$ cat src/miee_pkg.sv
`default_nettype none
package miee_pkg;

	localparam int DATA_WIDTH = 31;

	typedef logic [DATA_WIDTH-1:0] word_t;

	typedef enum logic [2:0] {
		OP_NOP,
		OP_SETUP,
		OP_ALIGN,
		OP_SUB,
		OP_SWAP,
		OP_PASS,
		OP_FAIL
	} op_t;

	typedef enum logic [2:0] {
		C_NEXT,
		C_ALWAYS,
		C_M_ZERO,
		C_R1_ZERO,
		C_CAN_SHIFT,
		C_B_NE_R1,
		C_R0_NE_ONE
	} cond_t;

	typedef enum logic [2:0] {
		A_INIT,
		A_TEST,
		A_ALIGN,
		A_SUB,
		A_SWAP,
		A_CHECK,
		A_PASS,
		A_FAIL
	} addr_t;

	typedef struct packed {
		op_t   op;
		cond_t cond;
		addr_t target;
		logic  last;
	} uword_t;

	typedef struct packed {
		logic m_zero;
		logic r1_zero;
		logic can_shift;
		logic b_ne_r1;
		logic r0_ne_one;
	} flags_t;

	typedef struct packed {
		logic load;
		logic exec;
		op_t  op;
	} dp_ctrl_t;

	function automatic uword_t ucode(addr_t a);
		uword_t w;
		unique case (a)
			A_INIT:  w = '{op: OP_NOP,   cond: C_M_ZERO,    target: A_FAIL,  last: 1'b0};
			A_TEST:  w = '{op: OP_SETUP, cond: C_R1_ZERO,   target: A_CHECK, last: 1'b0};
			A_ALIGN: w = '{op: OP_ALIGN, cond: C_CAN_SHIFT, target: A_ALIGN, last: 1'b0};
			A_SUB:   w = '{op: OP_SUB,   cond: C_B_NE_R1,   target: A_SUB,   last: 1'b0};
			A_SWAP:  w = '{op: OP_SWAP,  cond: C_ALWAYS,    target: A_TEST,  last: 1'b0};
			A_CHECK: w = '{op: OP_NOP,   cond: C_R0_NE_ONE, target: A_FAIL,  last: 1'b0};
			A_PASS:  w = '{op: OP_PASS,  cond: C_NEXT,      target: A_INIT,  last: 1'b1};
			A_FAIL:  w = '{op: OP_FAIL,  cond: C_NEXT,      target: A_INIT,  last: 1'b1};
			default: w = '{op: OP_FAIL,  cond: C_NEXT,      target: A_INIT,  last: 1'b1};
		endcase
		return w;
	endfunction

endpackage
`default_nettype wire

$ cat src/miee_sequencer.sv
`default_nettype none
module miee_sequencer (
	input  logic               clk,
	input  logic               arst_n,
	input  logic               in_valid,
	output logic               in_ready,
	output logic               out_valid,
	input  logic               out_ready,
	input  miee_pkg::flags_t   flags,
	output miee_pkg::dp_ctrl_t ctrl
);
	import miee_pkg::*;

	logic   busy_q;
	logic   out_valid_q;
	addr_t  pc_q;
	addr_t  pc_d;
	uword_t uw;
	logic   stall;
	logic   exec;
	logic   take;
	logic   jump;

	always_comb begin
		uw    = ucode(pc_q);
		stall = uw.last && out_valid_q && !out_ready;
		exec  = busy_q && !stall;
		take  = in_valid && !busy_q;
	end

	always_comb begin
		unique case (uw.cond)
			C_NEXT:      jump = 1'b0;
			C_ALWAYS:    jump = 1'b1;
			C_M_ZERO:    jump = flags.m_zero;
			C_R1_ZERO:   jump = flags.r1_zero;
			C_CAN_SHIFT: jump = flags.can_shift;
			C_B_NE_R1:   jump = flags.b_ne_r1;
			C_R0_NE_ONE: jump = flags.r0_ne_one;
			default:     jump = 1'b0;
		endcase
		pc_d = jump ? uw.target : addr_t'(3'(pc_q) + 3'd1);
	end

	always_ff @(posedge clk or negedge arst_n) begin
		if (!arst_n) begin
			busy_q      <= 1'b0;
			pc_q        <= A_INIT;
			out_valid_q <= 1'b0;
		end else begin
			if (take) begin
				busy_q <= 1'b1;
				pc_q   <= A_INIT;
			end else if (exec) begin
				if (uw.last) begin
					busy_q <= 1'b0;
				end
				pc_q <= pc_d;
			end
			if (exec && uw.last) begin
				out_valid_q <= 1'b1;
			end else if (out_ready) begin
				out_valid_q <= 1'b0;
			end
		end
	end

	assign in_ready  = !busy_q;
	assign out_valid = out_valid_q;

	always_comb begin
		ctrl.load = take;
		ctrl.exec = exec;
		ctrl.op   = uw.op;
	end
endmodule
`default_nettype wire

$ cat src/miee_datapath.sv
`default_nettype none
module miee_datapath (
	input  logic               clk,
	input  miee_pkg::dp_ctrl_t ctrl,
	input  miee_pkg::word_t    value,
	input  miee_pkg::word_t    modulus,
	output miee_pkg::flags_t   flags,
	output miee_pkg::word_t    inverse,
	output logic               exists
);
	import miee_pkg::*;

	word_t r0_q;
	word_t r1_q;
	word_t t0_q;
	word_t t1_q;
	word_t b_q;
	word_t c_q;
	logic  odd_q;
	word_t inv_q;
	logic  exists_q;

	word_t b_dbl;
	logic  r0_ge_b;
	word_t t_red;
	word_t inv_calc;

	always_comb begin
		b_dbl   = {b_q[DATA_WIDTH-2:0], 1'b0};
		r0_ge_b = r0_q >= b_q;
		flags.m_zero    = modulus == '0;
		flags.r1_zero   = r1_q == '0;
		flags.can_shift = !b_q[DATA_WIDTH-1] && (b_dbl <= r0_q);
		flags.b_ne_r1   = b_q != r1_q;
		flags.r0_ne_one = r0_q != word_t'(1);
		t_red = (t0_q == modulus) ? '0 : t0_q;
		if (odd_q || t_red == '0) begin
			inv_calc = t_red;
		end else begin
			inv_calc = modulus - t_red;
		end
	end

	always_ff @(posedge clk) begin
		if (ctrl.load) begin
			r0_q  <= modulus;
			r1_q  <= value;
			t0_q  <= '0;
			t1_q  <= word_t'(1);
			odd_q <= 1'b0;
		end else if (ctrl.exec) begin
			unique case (ctrl.op)
				OP_NOP: begin
				end
				OP_SETUP: begin
					b_q <= r1_q;
					c_q <= t1_q;
				end
				OP_ALIGN: begin
					if (flags.can_shift) begin
						b_q <= b_dbl;
						c_q <= {c_q[DATA_WIDTH-2:0], 1'b0};
					end
				end
				OP_SUB: begin
					if (r0_ge_b) begin
						r0_q <= r0_q - b_q;
						t0_q <= t0_q + c_q;
					end
					if (flags.b_ne_r1) begin
						b_q <= b_q >> 1;
						c_q <= c_q >> 1;
					end
				end
				OP_SWAP: begin
					r0_q  <= r1_q;
					r1_q  <= r0_q;
					t0_q  <= t1_q;
					t1_q  <= t0_q;
					odd_q <= !odd_q;
				end
				OP_PASS: begin
					inv_q    <= inv_calc;
					exists_q <= 1'b1;
				end
				OP_FAIL: begin
					inv_q    <= '0;
					exists_q <= 1'b0;
				end
				default: begin
				end
			endcase
		end
	end

	assign inverse = inv_q;
	assign exists  = exists_q;
endmodule
`default_nettype wire

$ cat src/modular_inverse_ext_euclid_top.sv
// Modular inverse by the extended Euclidean algorithm.
// Input channel in_valid/in_ready carries value; output channel
// out_valid/out_ready carries inverse and exists. modulus is written through
// modulus_we; the user must write it only while the block is idle, which the
// block itself does not enforce. It resets to 1.
// An item is taken when in_valid and in_ready are high; in_ready is high
// whenever the sequencer is idle, also while a finished result waits.
// Each Euclid step runs TEST, ALIGN (repeated while the doubled divisor
// still fits in r0), SUB (repeated until the divisor is back to r1) and SWAP.
// A TEST that finds a zero remainder ends the loop; INIT comes before the
// loop, and CHECK and the result step come after it.
// A new value is taken only once the sequencer has finished the last one.
// When out_ready is low the result register holds and the sequencer waits
// on its final step. Reset clears the sequencer and the output valid flag.
`default_nettype none
module modular_inverse_ext_euclid_top (
	input  logic            clk,
	input  logic            arst_n,
	input  logic            in_valid,
	output logic            in_ready,
	input  miee_pkg::word_t value,
	output logic            out_valid,
	input  logic            out_ready,
	output miee_pkg::word_t inverse,
	output logic            exists,
	input  logic            modulus_we,
	input  miee_pkg::word_t modulus
);
	import miee_pkg::*;

	word_t    modulus_q;
	flags_t   flags;
	dp_ctrl_t ctrl;

	always_ff @(posedge clk or negedge arst_n) begin
		if (!arst_n) begin
			modulus_q <= word_t'(1);
		end else if (modulus_we) begin
			modulus_q <= modulus;
		end
	end

	miee_sequencer u_seq (
		.clk       (clk),
		.arst_n    (arst_n),
		.in_valid  (in_valid),
		.in_ready  (in_ready),
		.out_valid (out_valid),
		.out_ready (out_ready),
		.flags     (flags),
		.ctrl      (ctrl)
	);

	miee_datapath u_dp (
		.clk     (clk),
		.ctrl    (ctrl),
		.value   (value),
		.modulus (modulus_q),
		.flags   (flags),
		.inverse (inverse),
		.exists  (exists)
	);
endmodule
`default_nettype wire

$ cat config.mk
export PLATFORM = sky130hd
export DESIGN_NAME = modular_inverse_ext_euclid_top
export DESIGN_NICKNAME = d
export VERILOG_FILES = /design/src/miee_pkg.sv /design/src/miee_sequencer.sv /design/src/miee_datapath.sv /design/src/modular_inverse_ext_euclid_top.sv
export SDC_FILE = /design/constraint.sdc
export NUM_CORES = 1
export LEC_CHECK = 0
export ABC_AREA = 1
export BUFFER_PORTS_ARGS = -buffer_cell sky130_fd_sc_hd__buf_2
export CORE_ASPECT_RATIO = 1.1
export CORE_MARGIN = 5
export CORE_UTILIZATION = 65
export DETAILED_ROUTE_END_ITERATION = 16
export GPL_TIMING_DRIVEN = 0
export PLACE_DENSITY = 0.94
export SLEW_MARGIN = 0
export SYNTH_ARGS = -nofsm -noshare
export SYNTH_HDL_FRONTEND = slang
export SYNTH_SLANG_ARGS = --single-unit
export TNS_END_PERCENT = 50
$ cat constraint.sdc
create_clock -name clk -period 11.36 [get_ports clk]
set_input_delay 2.272 -clock clk [delete_from_list [all_inputs] [get_ports clk]]
set_output_delay 2.272 -clock clk [all_outputs]
set_load 0.005 [all_outputs]
After elaboration in Yosys (flattened, before gate mapping)
Memories as Yosys holds them, arrays and structs flattened.
Index checks and enable logic that the tools add are counted.
Operators by class
  add/sub/neg operators: 4
  bitwise gates (word level): 1
  reductions and logical operators: 30
  equal/unequal tests: 19
  multiplexer cells: 28
  order comparisons: 2
Operators by type and width (count)
  $mux W31: 13
  $pmux W31 S2: 3
  $pmux W31 S3: 2
  $logic_not A31 Y1: 3
  $sub A31 B31 Y31: 2
  $add A31 B31 Y31: 1
  $eq A31 B31 Y1: 1
  $ge A31 B31 Y1: 1
  $le A31 B31 Y1: 1
  $ne A31 B1 Y1 const B: 1
  $ne A31 B31 Y1: 1
  $eq A3 B3 Y1 const B: 6
  $eq A3 B2 Y1 const B: 4
  $reduce_bool A2 Y1: 6
  $mux W3: 3
  $reduce_and A3 Y1: 3
  $eq A3 B1 Y1 const B: 2
  $logic_and A1 B1 Y1: 6
  $pmux W1 S6: 1
  $reduce_and A2 Y1: 3
  $reduce_bool A3 Y1: 2
  $logic_not A1 Y1: 5
  $mux W1: 5
  $reduce_and A5 Y1: 1
  other kinds (7): 8
Storage, ports and cells
  memory bits (read-only): 80
  logic and storage cells: 98
  input bits: 67
  memories kept: 1
  output and inout port bits: 34
  flip-flop bits (word level): 255
Memory list
  (name not given): words 8, bits a word 10, read ports 1, clocked after memory_dff 0, wr ports 0, line miee_pkg.sv:62  | unique case (a)

Depth between registers and ports, before layout
Gate-level depths: netlist of run 1.
An unclocked memory read counts as a cell.
  depth after elaboration: 7
  gate-level depth with buffers: 27
  depth with buffers taken out: 25

By module
From an unflattened synthesis of run 1, not the netlist that was laid out.
Second synthesis, totals
  cell total of the unflattened synthesis: 2610
  area, all modules: 18954.4 sq um
By module, submodules not included
  miee_datapath: area an instance 17221.5 sq um, sequential area each 5945.7 sq um, cells each 2387, instances 1
  modular_inverse_ext_euclid_top: area an instance 1159.9 sq um, sequential area each 777.0 sq um, cells each 131, instances 1
  miee_sequencer: area an instance 573.0 sq um, sequential area each 125.1 sq um, cells each 92, instances 1

Worst setup path after synthesis of run 1
OpenSTA, ideal clock, no wires.
  kind: input port to flip-flop
  from: input port out_ready
  to: register u_dp.b_q[0] (enable)
  path slack: 3.623 ns
  buffers on the path: 0
  library setup time: 0.571 ns
  arrival time: 7.166 ns
  stages: 4
  cells stage by stage: o31ai_2 inv_1 o21ai_0 nor3b_1
On the way
  cells in the longest elaborated chain, start to end: 5
Ends and longest elaborated chain
  start, declared: line modular_inverse_ext_euclid_top.sv:23  | input logic out_ready,
  $logic_not A1 Y1: line miee_sequencer.sv:26  | stall = uw.last && out_valid_q && !out_ready;
  $logic_and A1 B1 Y1: line miee_sequencer.sv:26
  $logic_not A1 Y1: line miee_sequencer.sv:27  | exec = busy_q && !stall;
  $logic_and A1 B1 Y1: line miee_sequencer.sv:27
  $reduce_and A5 Y1 (no line)
  end signal, assigned: line miee_datapath.sv:56  | b_q <= r1_q;
  end signal, assigned: line miee_datapath.sv:61  | b_q <= b_dbl;
  end signal, assigned: line miee_datapath.sv:71  | b_q <= b_q >> 1;
  end, declared: line miee_datapath.sv:17  | word_t b_q;
No other way between the ends.
A chain may end at the register's enable or synchronous reset.

Worst setup path after layout of run 1
  from: input port in_valid
  to: register u_dp.t0_q[14]
On the way
  cells in the longest elaborated chain, start to end: 1
Ends and longest elaborated chain
  start, declared: line modular_inverse_ext_euclid_top.sv:19  | input logic in_valid,
  $logic_and A1 B1 Y1: line miee_sequencer.sv:28  | take = in_valid && !busy_q;
  end signal, assigned: line miee_datapath.sv:68  | t0_q <= t0_q + c_q;
  end signal, assigned: line miee_datapath.sv:78  | t0_q <= t1_q;
  end, declared: line miee_datapath.sv:15  | word_t t0_q;
No other way between the ends.

==> metrics.txt, run 1 <==
status=completed; synthesized flop and latch total=255; cell taking the most area after synthesis=edfxtp_1; Starting Density=65.8%; Worst Hold End=u_dp.t1_q[16]; met2 WL=32.0 mm; # setup viols final=0; Worst R2R End=u_dp.inverse[30]; PortBufs=99; RR Startpoint=u_dp.t0_q[25]; Total GRT Usage=42.3%; fin crit share=40.2%; syn_nets=2834; vias in the first global route=19902; ratio of cells with drive above 1 in the final layout=6.62%; CTS Hold Bufs=0; DR iter-0 viols=2688; row count=65; Post-Route M1 WL=24.4 mm; largest net degree at the start of global routing=41; Via density=6.45; CP Class=in2reg; Yosys top cell area share=24.9%; die area=0.0325 mm^2; critical path data arrival time=5060 ps; metal3 WL=7.87 mm; finished layout cell area=0.0209 mm^2; NumNets Final=2969; GPL Wtd Cong=1.02; antenna viol nets, final=0; initial antenna violation count=4; via count=20405; setup_tns=0 ps; minimum clock period=4560 ps; die height=189 um; CP Max Fanout=40; Compound-Gate Fraction of Synth Area=18.7%; Data required, critical path=11860 ps; Clock Tree Buf Depth=3; clock tree sinks=255; slack of the critical path=6800 ps; Slew headroom=13.0%; Peak VDD IR=141 uV; EDFF count, synth=156; critical path endpoint category=flop; pre-CTS setup slack=6360 ps; # Max-Cap Violations=0; Synth Area in Simple Gates=24.9%; Pre-Repair DR Iteration Count=8; achievable clock frequency=219 MHz; Placed Area=0.0199 mm^2; synth-to-layout area growth=10.9%; Netlist cell types=49; origin of the worst setup path=in_valid; actual slew at the worst max-slew pin=1300 ps; R2R cell count=26; Max Used Layer=met5; CTS H-tree lvls=1; DR DRC count=0; Syn Inst Count=2639; most numerous cell in the Yosys netlist=nand2_1; CP startpoint kind=primary input; Syn Std Cell Area=0.0188 mm^2; RSZ-0062 raised after global routing=no; # IOs=101; CORE AREA=0.0286 mm^2; insertion delay to the later sink of the worst-skew pair=600 ps; Clk Tree Root Cell=clkbuf_16; leakage=10.3 nW; XOR/XNOR Fraction of Synth Area=3.25%; Synth Flop Type=edfxtp_1; Post-CTS Resized=0; sequential-to-total area share from yosys stat=36.3%; warnings from Yosys=0; final WL=70.5 mm; Final Core Density=73.0%; dpl hpwl=54.8 mm; Pwr Density=110 mW/mm^2; Synth top cells by count=nand2_1 (697), inv_1 (306), o21ai_0 (268), nor2_1 (240), a21oi_1 (237); Num CTS Buffers=28; global-route wire length before repair=108 mm; clock skew=39.7 ps; post-synthesis average cell area=7.14 um^2; worst hold path class=reg2reg; Die Span X=172 um; hold path depth=2; DR WL/cell=22.3 um; post-synthesis mux area share=0%; Synth Area in Adders=8.62%; total setup buffers inserted after CTS=0; register clock-pin slew on the reported worst setup and hold paths=60 ps; CTS tree=yes; hold path start=u_dp.t1_q[16]; share of async-settable or async-resettable flops after synthesis=14.1%; final hold viol count=0; top cells by area, synth=edfxtp_1 (25%), nand2_1 (14%), ha_1 (8.3%), o21ai_0 (7.1%), dfxtp_1 (6.7%); Reg2Reg Setup Slack=6870 ps; GRT Residual Overflow=0; largest family of logic cells by synthesized area=simple AND/OR/NAND/NOR gates; fin. max-slew vios=0
## logic make-up (layout without fill, tap and decap cells)
| logic type | after synthesis | count (layout) |
|---|---|---|
| other | 0 | 2 |
| buffers and inverters | 398 | 555 |
| adder cells (fa/ha/maj) | 128 | 128 |
| XOR/XNOR | 70 | 70 |
| AO/OA/AOI/OAI | 645 | 645 |
| flip-flops | 255 | 255 |
| AND/OR/NAND/NOR | 1143 | 1143 |
## power by group
part | switching, mW | internal [mW]
logic | 0.172 | 0.0910
clock network | 0.419 | 0.600
registers | 0.0288 | 0.996
total | 0.620 | 1.69
## cell usage in the layout (no fill, tap or decap), drive strengths merged, types with 2 or more instances in the layout
| cell type | instances |
|---|---|
| a21boi | 12 |
| a21o | 15 |
| a21oi | 237 |
| a22oi | 13 |
| a31oi | 3 |
| buf | 134 |
| bufinv | 4 |
| clkbuf | 92 |
| clkinv | 12 |
| dfrtp | 35 |
| dfxtp | 63 |
| diode | 2 |
| edfxtp | 156 |
| fa | 3 |
| ha | 125 |
| inv | 313 |
| nand2 | 700 |
| nand3 | 103 |
| nand3b | 4 |
| nand4 | 48 |
| nor2 | 244 |
| nor3 | 23 |
| nor3b | 2 |
| nor4 | 15 |
| o211ai | 13 |
| o21a | 5 |
| o21ai | 283 |
| o21bai | 14 |
| o221ai | 7 |
| o22ai | 31 |
| o31ai | 3 |
| o41ai | 7 |
| or2 | 3 |
| xnor2 | 42 |
| xor2 | 28 |
## sequential cells by signal, indices dropped and copies added, names as in the netlist
name,count
modulus_q,31
u_dp.b_q,31
u_dp.c_q,31
u_dp.exists,1
u_dp.inverse,31
u_dp.odd_q,1
u_dp.r0_q,31
u_dp.r1_q,31
u_dp.t0_q,31
u_dp.t1_q,31
u_seq.busy_q,1
u_seq.out_valid,1
u_seq.pc_q,3
## how the worst max path moves through the flow
stage,cells after the start,slack [ps],end
6_report,7,6800,u_dp.t0_q[14]
5_1_grt,25,6540,u_dp.inverse[20]
4_1_cts,5,6980,u_dp.r1_q[27]
3_5_place_dp,5,6360,u_dp.r1_q[30]
3_3_place_gp,5,460,u_dp.b_q[25]
2_1_floorplan,4,3620,u_dp.b_q[0]
## per-stage QoR
| step | power [mW] | std cells | hold WS (ps) |
|---|---|---|---|
| after CTS | 2.28 | 3164 | 486 |
| after global placement | 1.29 | 3106 | 463 |
| after floorplan | 1.21 | 2639 | 445 |
| after global routing | 2.36 | 3164 | 523 |
| after detailed placement | 1.30 | 3112 | 476 |
| final | 2.31 | 3166 | 493 |
## layer usage
| layer | vias to the layer above | track usage [%] |
|---|---|---|
| met3 | 405 | 9.34 |
| li1 | 9170 | - |
| met1 | 9315 | 49.7 |
| met2 | 1513 | 67.9 |
| met5 | - | 0 |
| met4 | 2 | 29.6 |
## cell type report
type | instances | area [um^2]
Multi-Input combinational cell | 1986 | 10400
Fill cell | 2341 | 7720
Sequential cell | 255 | 6850
Inverter | 314 | 1180
Clock buffer | 37 | 817
Timing Repair Buffer | 105 | 571
Tap cell | 368 | 460
Buffer | 84 | 378
Clock inverter | 15 | 204
Antenna cell | 2 | 5.00
## worst max-delay path: stages
cell      delay (ps)
buf_2             90
nand2_1          490
clkinv_1         510
nor2_1           530
nand2_1          270
buf_2            550
o21ai_0          330
Power figures use the tool's default switching activity.
==> inputs of run 2 (changes only) <==
--- a/config.mk
+++ b/config.mk
@@ -9,10 +9,10 @@
 export BUFFER_PORTS_ARGS = -buffer_cell sky130_fd_sc_hd__buf_2
 export CORE_ASPECT_RATIO = 1.1
 export CORE_MARGIN = 5
-export CORE_UTILIZATION = 65
+export CORE_UTILIZATION = 63
 export DETAILED_ROUTE_END_ITERATION = 16
 export GPL_TIMING_DRIVEN = 0
-export PLACE_DENSITY = 0.94
+export PLACE_DENSITY = 0.92
 export SLEW_MARGIN = 0
 export SYNTH_ARGS = -nofsm -noshare
 export SYNTH_HDL_FRONTEND = slang
==> constraint.sdc (replaced) <==
create_clock -name clk -period 4.2 [get_ports clk]
set_input_delay 0.84 -clock clk [delete_from_list [all_inputs] [get_ports clk]]
set_output_delay 0.84 -clock clk [all_outputs]
set_load 0.005 [all_outputs]
==> run 2 against run 1 <==
Effect of this change: global-route usage shrank 1.2 points; sequential share of layout area fell by 0.082 points; combinational power rose to 2.8 times the previous value; first-iteration DRC count up 1.1%; clock power rose to 2.6 times the previous value; sequential power increased to 2.7 times the previous value; power grew to 2.7 times the previous value; sequential cell count stayed put; core utilization is 2.1 points lower; register-to-register slack lost 6800 ps; setup slack lost 6700 ps; critical endpoint is now u_dp.inverse[30].
==> metrics.txt, run 2 (synthesized netlist as in run 1, its figures left out) <==
total chip power=6.14 mW (+170%); NumNets Final=2968 (-0.034%); # Max-Cap Violations=0 (unchanged); vias in the first global route=19842 (-0.30%); setup_tns=0 ps (unchanged); insertion delay to the later sink of the worst-skew pair=580 ps (-20 ps); Via density=6.43 (-0.20%); Clk Tree Root Cell=clkbuf_16; CP Class=reg2reg; register clock-pin slew on the reported worst setup and hold paths=70 ps (about the same); # setup viols final=0 (unchanged); Data required, critical path=4560 ps (-7300 ps); clock skew=21.8 ps (-17.9 ps); clock tree sinks=255 (unchanged); final WL=71.2 mm (+1.1%); global-route wire length before repair=107 mm (-0.18%); DR iter-0 viols=2717 (+1.1%); Peak VDD IR=345 uV (+150%); RSZ-0062 raised after global routing=no; slack of the critical path=68.1 ps (-6730 ps); leakage=10.3 nW (+0.24%); antenna viol nets, final=0 (unchanged); CTS Hold Bufs=0 (unchanged); Die Span X=175 um (+1.5%); achievable clock frequency=242 MHz; minimum clock period=4130 ps; Pre-Repair DR Iteration Count=9 (+1); actual slew at the worst max-slew pin=1070 ps (-236 ps); fin. max-slew vios=0 (unchanged); Slew headroom=28.9% (+16 points); GRT Residual Overflow=0 (unchanged); pre-CTS setup slack=-226 ps (-6590 ps); CTS H-tree lvls=1 (unchanged); CP Max Fanout=19 (-53%); finished layout cell area=0.0210 mm^2 (+0.27%); worst hold path class=in2async; Final Core Density=70.9% (-2.1 points); die height=191 um (+1.5%); CTS tree=yes; ratio of cells with drive above 1 in the final layout=7.08% (+0.47 points); row count=66 (+1.5%); Placed Area=0.0199 mm^2 (+0.25%); dpl hpwl=54.9 mm (+0.30%); critical path endpoint category=flop; Num CTS Buffers=28 (unchanged); GPL Wtd Cong=1.04 (+2.8%); final hold viol count=0 (unchanged); synth-to-layout area growth=11.2%; Starting Density=63.8% (-2.1 points); commonest cells after routing, fill and taps aside=nand2_1 (697), inv_1 (302), o21ai_0 (266); DR WL/cell=22.5 um (+0.94%); Clock Tree Buf Depth=3 (unchanged); largest net degree at the start of global routing=41 (unchanged); critical path data arrival time=4490 ps (-570 ps); CORE AREA=0.0296 mm^2 (+3.3%); CP startpoint kind=flop; status=completed; Pwr Density=293 mW/mm^2 (+170%); initial antenna violation count=4 (unchanged); fin crit share=98.4%; via count=20397 (-0.039%); most common cell after layout, fill and taps aside=nand2_1; DR DRC count=0 (unchanged); # IOs=101 (unchanged); Total GRT Usage=41.1% (-1.2 points); PortBufs=99 (unchanged); die area=0.0335 mm^2 (+3.0%)
==> run 2: repair_timing <==
| item | CTS | global route |
|---|---|---|
| gates resized for setup | 1 | 13 |
| buffers inserted | 0 | 1 |
| setup endpoints to repair | 6 | 15 |
==> run 2: stage by stage <==
stage	hold slack, ps	instances
CTS	429	3167
floorplan	445	2639
detailed placement	482	3116
global route	460	3169
global placement	464	3112
finish	413	3171
==> run 2: per-layer routing <==
layer	up-vias	wire [um]	global-route usage [%]
met3	425	8200	9.20
met5	-	37	0
met1	9273	24700	47.5
li1	9177	-	-
met4	6	5950	27.5
met2	1516	32400	68.5
==> run 2: layout make-up <==
class                           count  area, um^2
Timing Repair Buffer              105         641
Multi-Input combinational cell   1986       10500
Fill cell                        2481        8600
Sequential cell                   255        6850
Tap cell                          374         468
Inverter                          314        1180
Antenna cell                        2        5.00
Buffer                             83         377
Clock buffer                       35         820
Clock inverter                     17         163
==> run 2: path summary, 6_finish.rpt <==
kind / from / end / slack (ps) / cells after the start
worst max-delay path: u_dp.t0_q[27] / u_dp.inverse[30] / 70 / 24
worst min-delay path: arst_n / modulus_q[14] / 410 / 1
worst max register to register: u_dp.t0_q[27] / u_dp.inverse[30] / 70 / 24
worst min register to register: u_dp.t1_q[2] / u_dp.t1_q[2] / 500 / 2
max in group asynchronous: arst_n / modulus_q[22] / 3190 / 1
min in group clk: modulus[14] / modulus_q[14] / 480 / 3
==> run 2: worst max-delay path, cell delays in order, from the launching register on <==
cell and delay (ps):
dfxtp_1 590, inv_1 240, nand2_1 100, nand2_1 50, nand2_1 50, nor2_1 40
nand2_1 60, nor2_1 60, nand2_1 120, buf_6 200, clkbuf_2 230, nand2_1 160
ha_1 450, nand2_1 120, nor2_1 110, inv_1 80, nor3_1 200, nand2_1 80
o211ai_1 250, nand2_1 140, nand3_1 120, nand2_1 50, nand2_1 60, nand3_1 70
a21oi_1 290
==> run 2: report_power, final <==
| group | switching [mW] | internal, mW | leakage (nW) |
|---|---|---|---|
| sequential | 0.0777 | 2.69 | 2.54 |
| combinational | 0.481 | 0.249 | 7.26 |
| clock | 1.12 | 1.51 | 0.494 |
| total | 1.68 | 4.46 | 10.3 |
